`config.mk`:
```
export PLATFORM = sky130hd
export DESIGN_NAME = iisq_row_ctrl
export DESIGN_NICKNAME = d
export VERILOG_FILES = /design/src/rtl/iisq_pkg.sv /design/src/rtl/iisq_row_ctrl.sv
export SDC_FILE = /design/constraint.sdc
export NUM_CORES = 1
export LEC_CHECK = 0
export BUFFER_PORTS_ARGS = -buffer_cell sky130_fd_sc_hd__buf_2
export CORE_ASPECT_RATIO = 1.1
export CORE_MARGIN = 1
export CORE_UTILIZATION = 42
export CTS_CLUSTER_SIZE = 25
export DETAILED_ROUTE_END_ITERATION = 7
export MAX_ROUTING_LAYER = met4
export PLACE_DENSITY = 0.69
export SYNTH_ARGS = -nofsm -noshare
export SYNTH_HDL_FRONTEND = slang
export SYNTH_SLANG_ARGS = --single-unit
```
`constraint.sdc`:
```
create_clock -name clk -period 4.7 [get_ports clk]
set_input_delay 0 -clock clk [delete_from_list [all_inputs] [get_ports clk]]
set_output_delay 0 -clock clk [all_outputs]
set_load 0.1 [all_outputs]
```
`src/rtl/iisq_pkg.sv`:
```
// shared widths, register indexes and stage types of the integral image block
package iisq_pkg;

  // field widths
  localparam int PIX_W = 8;
  localparam int SUM_W = 32;
  localparam int SQ_W  = 40;
  localparam int CFG_W = 13;

  // default frame size bounds
  localparam int MAX_WIDTH_DEF  = 4096;
  localparam int MAX_HEIGHT_DEF = 4096;

  // configuration register map
  localparam int CFG_IDX_W = 1;
  localparam logic [CFG_IDX_W-1:0] CFG_IMAGE_WIDTH  = 1'b0;
  localparam logic [CFG_IDX_W-1:0] CFG_IMAGE_HEIGHT = 1'b1;

  // register reset values
  localparam logic [CFG_W-1:0] WIDTH_RESET  = 13'd640;
  localparam logic [CFG_W-1:0] HEIGHT_RESET = 13'd480;

  // per-item data handed from the row front end to the accumulate stage
  typedef struct packed {
    logic [SUM_W-1:0] run_sum;
    logic [SQ_W-1:0]  run_sq;
    logic             first_row;
    logic             frame_end;
  } iisq_item_t;

endpackage

```
`src/rtl/iisq_row_ctrl.sv`:
```
// column and row counters and the running row sums
module iisq_row_ctrl #(
  parameter int MAX_WIDTH  = iisq_pkg::MAX_WIDTH_DEF,
  parameter int MAX_HEIGHT = iisq_pkg::MAX_HEIGHT_DEF
) (
  input  logic                         clk,
  input  logic                         rst_n,
  input  logic                         accept,
  input  logic [iisq_pkg::PIX_W-1:0]   pixel,
  input  logic [iisq_pkg::CFG_W-1:0]   image_width,
  input  logic [iisq_pkg::CFG_W-1:0]   image_height,
  output logic [$clog2(MAX_WIDTH)-1:0] col,
  output iisq_pkg::iisq_item_t         item
);

  localparam int CW   = $clog2(MAX_WIDTH);
  localparam int RW   = (MAX_HEIGHT > 1) ? $clog2(MAX_HEIGHT) : 1;
  localparam int MW   = (CW > RW) ? CW + 1 : RW + 1;
  localparam int CMPW = (MW > iisq_pkg::CFG_W) ? MW : iisq_pkg::CFG_W + 1;
  localparam int SQP_W = 2 * iisq_pkg::PIX_W;

  logic [CW-1:0]             col_r, col_nxt;
  logic [RW-1:0]             row_r, row_nxt;
  logic [iisq_pkg::SUM_W-1:0] run_sum_r, run_sum_nxt;
  logic [iisq_pkg::SQ_W-1:0]  run_sq_r, run_sq_nxt;

  logic [SQP_W-1:0]          pix_sq;
  logic [iisq_pkg::SUM_W-1:0] sum_add;
  logic [iisq_pkg::SQ_W-1:0]  sq_add;
  logic [CMPW-1:0]           w_eff, h_eff;
  logic                      row_end, frame_end;

  // effective frame size: zero counts as one, clamp to the bound
  always_comb begin
    if (image_width == '0) begin
      w_eff = CMPW'(1);
    end else if (CMPW'(image_width) > CMPW'(MAX_WIDTH)) begin
      w_eff = CMPW'(MAX_WIDTH);
    end else begin
      w_eff = CMPW'(image_width);
    end
    if (image_height == '0) begin
      h_eff = CMPW'(1);
    end else if (CMPW'(image_height) > CMPW'(MAX_HEIGHT)) begin
      h_eff = CMPW'(MAX_HEIGHT);
    end else begin
      h_eff = CMPW'(image_height);
    end
  end

  // running row totals including this pixel
  assign pix_sq  = SQP_W'(pixel) * SQP_W'(pixel);
  assign sum_add = run_sum_r + iisq_pkg::SUM_W'(pixel);
  assign sq_add  = run_sq_r + iisq_pkg::SQ_W'(pix_sq);

  // end of row and end of frame
  assign row_end   = (CMPW'(col_r) + CMPW'(1)) >= w_eff;
  assign frame_end = row_end && ((CMPW'(row_r) + CMPW'(1)) >= h_eff);

  // counter and accumulator update
  always_comb begin
    col_nxt     = col_r;
    row_nxt     = row_r;
    run_sum_nxt = run_sum_r;
    run_sq_nxt  = run_sq_r;
    if (accept) begin
      if (row_end) begin
        col_nxt     = '0;
        run_sum_nxt = '0;
        run_sq_nxt  = '0;
        row_nxt     = frame_end ? '0 : row_r + RW'(1);
      end else begin
        col_nxt     = col_r + CW'(1);
        run_sum_nxt = sum_add;
        run_sq_nxt  = sq_add;
      end
    end
  end

  always_ff @(posedge clk) begin
    if (!rst_n) begin
      col_r     <= '0;
      row_r     <= '0;
      run_sum_r <= '0;
      run_sq_r  <= '0;
    end else begin
      col_r     <= col_nxt;
      row_r     <= row_nxt;
      run_sum_r <= run_sum_nxt;
      run_sq_r  <= run_sq_nxt;
    end
  end

  // item data for the accumulate stage
  assign col            = col_r;
  assign item.run_sum   = sum_add;
  assign item.run_sq    = sq_add;
  assign item.first_row = (row_r == '0);
  assign item.frame_end = frame_end;

endmodule

```
Word-level counts from Yosys, hierarchy flattened
Cells that the tools add are included.
Widths: inputs -> output; s select.
{"block": "totals", "reg_bits": 96, "inputBits": 37, "mem_bits_rw": 0, "mem_bits_ro": 0, "wordCells": 28, "mem_count": 0, "latch_bits": 0, "output_inout_bits": 86}
{"block": "classes", "shift": 0, "addsub": 6, "n_eq_ne": 0, "div": 0, "n_lt_le_gt_ge": 4, "n_mux": 8, "reduce_logical": 5, "n_mul": 1, "bitwise_logic": 0}
{"cell": "$mux 13", "n": 4}
{"cell": "$add 40x16->40", "n": 1}
{"cell": "$mux 40", "n": 1}
{"cell": "$add 32x8->32", "n": 1}
{"cell": "$mux 32", "n": 1}
{"cell": "$ge 13x14->1", "n": 2}
{"cell": "$add 12x1->13 const B", "n": 2}
{"cell": "$gt 13x13->1 const B", "n": 2}
{"cell": "$logic_not 13->1", "n": 2}
{"cell": "$add 12x1->12 const B", "n": 2}
{"cell": "$mux 12", "n": 2}
{"cell": "$mul 8x8->16", "n": 1}
{"cell": "$logic_not 12->1", "n": 1}
{"cell": "$reduce_and 2->1", "n": 1}
{"cell": "$logic_and 1x1->1", "n": 1}

Longest topological paths before layout
{"block": "logic_depth", "depth_word": 6, "mapped_depth": 20}

Worst setup path before layout
No wires, ideal clock.
{"block": "synth_timing", "path_kind": "input port to flip-flop", "startpoint": "input port pixel[5] (netlist bit)", "endpoint": "register run_sq_r[16] (netlist bit)", "path_slack_ns": -0.947, "t_arrival_ns": 5.579, "setup_time_ns": 0.068, "cell_stages": 17, "cell_sequence": "clkbuf_1 -> inv_1 -> nor2_1 -> fa_1 -> fa_1 -> inv_1 -> fa_1 -> fa_1 -> inv_1 -> ha_1 -> nand3_1 -> nor2_1 -> a311oi_1 -> o21ai_2 -> a21boi_0 -> xnor2_1 -> a22o_1"}
{"item": "start: declaration", "line_no": "iisq_row_ctrl.sv:9", "rtl": "input logic [iisq_pkg::PIX_W-1:0] pixel,"}
{"item": "end signal: assignment", "line_no": "iisq_row_ctrl.sv:90", "rtl": "run_sq_r <= run_sq_nxt;"}
{"item": "end: declaration", "line_no": "iisq_row_ctrl.sv:25", "rtl": "logic [iisq_pkg::SQ_W-1:0] run_sq_r, run_sq_nxt;"}

==> summary.log <==
qor: worst_setup_path.crit_path_buf_inv_count 5
qor: timing.final.setup_skew 0.00899 ns
qor: worst_setup_path.critPathArrivalTime 4.70 ns
qor: yosys.dominant_combinational_cell_family_by_area_after_synthesis simple AND/OR/NAND/NOR gates
qor: clocking.cts_root_buf clkbuf_16
qor: detailed_routing.routed-wl-met2 11700 um
qor: yosys.yosysSeqAreaShare 21.4%
qor: worst_setup_path.gate_family_responsible_for_the_most_delay_along_the_worst_path adder cells
qor: min_path.hp_start rst_n
qor: die.die-area 22000 um^2
qor: yosys.synth_warnings 0
qor: timing.hold_viol 0
qor: yosys.syn_area 8990 um^2
qor: detailed_routing.highest_layer met4
qor: worst_setup_path.worstSetupPathType flop to output port
qor: yosys.synth_flop_cell dfxtp_1
qor: timing.period_share 100%
qor: run_status.violated_checks negative setup slack
qor: worst_setup_path.timing.critical_path.cells inv_2, fa_1, inv_1, fa_1, fa_1, fa_1, ha_4, a21o_1, a21oi_2, and3b_4, o31ai_4, buf_12, nand2b_4, nor2_4, buf_6, xor2_4, buf_12
qor: clocking.tritoncts_clock_tree yes
qor: worst_setup_path.critical_path.max_stage_delay 0.53 ns
qor: yosys.synth_fa_ha_area_share 19.6%
qor: worst_setup_path.kind_of_capture_point_of_the_worst_setup_path output port
qor: pwr.power.static_leakage 0.00523 uW
qor: detailed_routing.drt_first_iter_violations 417
qor: yosys.yosys-mux-area-fraction 0.223%
qor: pwr.total_power 6800 uW
qor: layout.nNetsFinal 1384
qor: global_routing.grt_antenna_before_repair 0
qor: detailed_routing.drc 0
qor: timing.finalCriticalPeriod 4.70 ns
qor: clocking.cts_buf_count 9
qor: worst_setup_path.critical-path-top-cell-by-count fa_1
qor: yosys.synth_cell_type_count 82
qor: layout.fillers 1898
qor: pwr.power_density_normalized_to_cell_area 587 nW/um^2
qor: detailed_routing.m1WireLength 11000 um
qor: min_path.timing.hold.worst.class primary input to flop
qor: yosys.mappedNetlistNets 1248
qor: timing.setup-tns-final -0.00160 ns
qor: detailed_routing.avgViaCountPerCell 5.60
qor: layout.multi_input_comb_area 7080 um^2
qor: die.dieWidth 142 um
qor: timing.layout_setup_ws -0.00160 ns
qor: clocking.clk_pin_slew_worst_paths 0.07 ns
qor: die.design.core.area 20800 um^2
qor: detailed_routing.routed_wire_length_per_instance 16.1 um
qor: timing.slew_headroom 46.3%
qor: yosys.synth-seq-cells 96
qor: layout.syn_to_final_growth 28.8%
qor: worst_setup_path.cp-start-kind flop
qor: yosys.synth_simple_gate_area_share 24.1%
qor: timing.maxSlewViolCount 0
qor: global_routing.grt_remaining_overflow 0
qor: worst_setup_path.cp-startpoint run_sq_r[7]
qor: layout.finish.utilization 55.7%
qor: placed_design.globalplace.congestion 0.930
qor: job.timing.max_cap.violations 0
qor: die.dieHeight 155 um
qor: detailed_routing.drt_first_pass_iters 5
qor: global_routing.global_route_wire_length_before_repair 39800 um
qor: clocking.clk_latency 0.35 ns
qor: placed_design.io_buffers 122
qor: detailed_routing.via_count 8507
qor: worst_setup_path.critical_path.max_fanout 8
qor: placed_design.post_dp_hpwl 17900 um
qor: detailed_routing.antenna_violating_nets_post_route 0
qor: timing.fmax 213 MHz
qor: detailed_routing.detailroute.wirelength.met3 1170 um
qor: die.num_io_pins 123
qor: clocking.number_of_levels_the_h_tree_was_split_into 3
qor: global_routing.grt_start_max_net_pins 72
qor: pwr.vdd.ir_drop.worst 623 uV
qor: timing.setup_repair_after_global_routing_missed_its_margin true
qor: yosys.synth_edf_count 0
qor: clocking.holdBufCountCts 0
qor: die.rows 55
qor: timing.setup_viol_count_final 1
qor: clocking.clock_sink_count 96
qor: worst_setup_path.cp_slowest_cell fa_1
qor: clocking.clock_path_buffers 2
qor: detailed_routing.drt-total-wl 24500 um
qor: worst_setup_path.timing.rr.start run_sq_r[7]
qor: yosys.synthArstFlopShare 0%
qor: yosys.synth-compound-area-share 19.2%
qor: yosys.syn_area_per_cell 8.23 um^2
qor: global_routing.first_global_vias 8101
qor: layout.insertedDiodeCount 0
qor: run_status.outcome complete, but fails checks
qor: worst_setup_path.cp_data_required_time 4.70 ns
qor: timing.worstMarginPinSlew 0.797 ns
qor: yosys.mapped_cells 1093
qor: die.initial_core_util 43.3%
qor: layout.ratio_of_cells_with_drive_above_1_in_the_final_layout 23.3%
qor: global_routing.gr-usage-all-layers 23.3%
qor: yosys.synth-xor-area-share 8.47%
qor: layout.ff_latch_area 1930 um^2
kinds of logic (layout without fill, tap and decap cells):
kind of cell | count (synthesis) | in the layout
simple gates | 393 | 393
buf+inv | 150 | 291
flops | 96 | 96
mux | 2 | 2
xor+xnor | 87 | 87
fa+ha+maj | 118 | 118
compound gates | 247 | 247
power breakdown:
group | switching [uW] | internal [uW]
combinational | 3600 | 1520
sequential | 31.6 | 868
clock | 342 | 429
area by class of cell:
class	count	share of cell area, %
Timing Repair Buffer	184	13.6
Tap cell	285	3.08
Clock inverter	6	0.583
Clock buffer	10	2.06
Multi-Input combinational cell	847	61.1
Inverter	91	2.95
Sequential cell	96	16.6
per-stage QoR:
step,area [um^2],setup slack [ns],hold slack [ns],instances
floorplan,9390,-0.650,0.275,1093
CTS,11400,-0.0128,0.218,1511
global placement,10900,0.0182,0.462,1485
detailed placement,10900,-0.102,0.469,1485
global route,11600,-0.148,0.250,1519
finish,11600,-0.00160,0.231,1519
cells in the mapped netlist, types with 4 or more instances:
cell        n  area, um^2
a211oi_1    7        52.6
a21boi_0   27         203
a21boi_1    7        52.6
a21o_1      5        37.5
a21oi_1    33         165
a22o_1      4        35.0
a22oi_1     7        52.6
a31o_2      4        35.0
a31oi_1    18         113
a32o_1     11         110
and2_1     24         150
and3_1     25         156
and3b_1     4        35.0
and4_1      4        35.0
buf_2      10        50.1
clkbuf_1   39         146
dfxtp_1    96        1920
fa_1       38         761
ha_1       80        1000
inv_1      91         342
nand2_1   113         424
nand2b_1    5        31.3
nand3_1    57         285
nand3b_1   11        82.6
nand4_1    16         100
nand4b_1    8        70.1
nor2_1     38         143
nor2b_1    18         113
nor3_1     16        80.1
nor4_1     11        68.8
o211ai_1    7        52.6
o21a_1      9        67.6
o21ai_0    58         290
o21ai_1     4        20.0
o21bai_1    4        30.0
o311ai_0    5        43.8
o31ai_1     7        52.6
or3_1      14        87.6
or4_1       5        37.5
xnor2_1    48         420
xor2_1     39         342
flip-flops by register name, indices dropped and copies added, names as in the netlist:
register	cells
col	12
row_r	12
run_sq_r	40
run_sum_r	32
metal layers:
layer	up-vias	global-route usage, %
met3	43	3.54
met1	4112	28.3
li1	4143	-
met4	0	9.32
met2	209	38.5
met5	-	-
cell usage in the layout, fill, tap and decap left out, types with 24 or more instances in the layout:
cell type	n
a21boi_0	26
buf_4	55
and2_1	24
ha_1	75
o21ai_0	55
nor2_1	34
nand2_1	110
inv_1	90
buf_2	92
xnor2_1	32
a21oi_1	30
nand3_1	55
fa_1	37
xor2_1	28
and3_1	25
buf_12	31
dfxtp_1	93
worst paths after layout:
check	endpoint	slack (ns)	depth (start not counted)
min	row_r[0]	0.23	2
max reg2reg	run_sq_r[22]	0.06	16
min reg2reg	run_sum_r[0]	0.48	2
max	item[41]	-0.002	17
timing repair:
item	CTS	global route
cloned	1	0
endpoints found under the setup margin	27	30
pin swaps	13	7
buffers inserted	9	9
resized for setup	28	25
(Power assumes the default switching activity.)
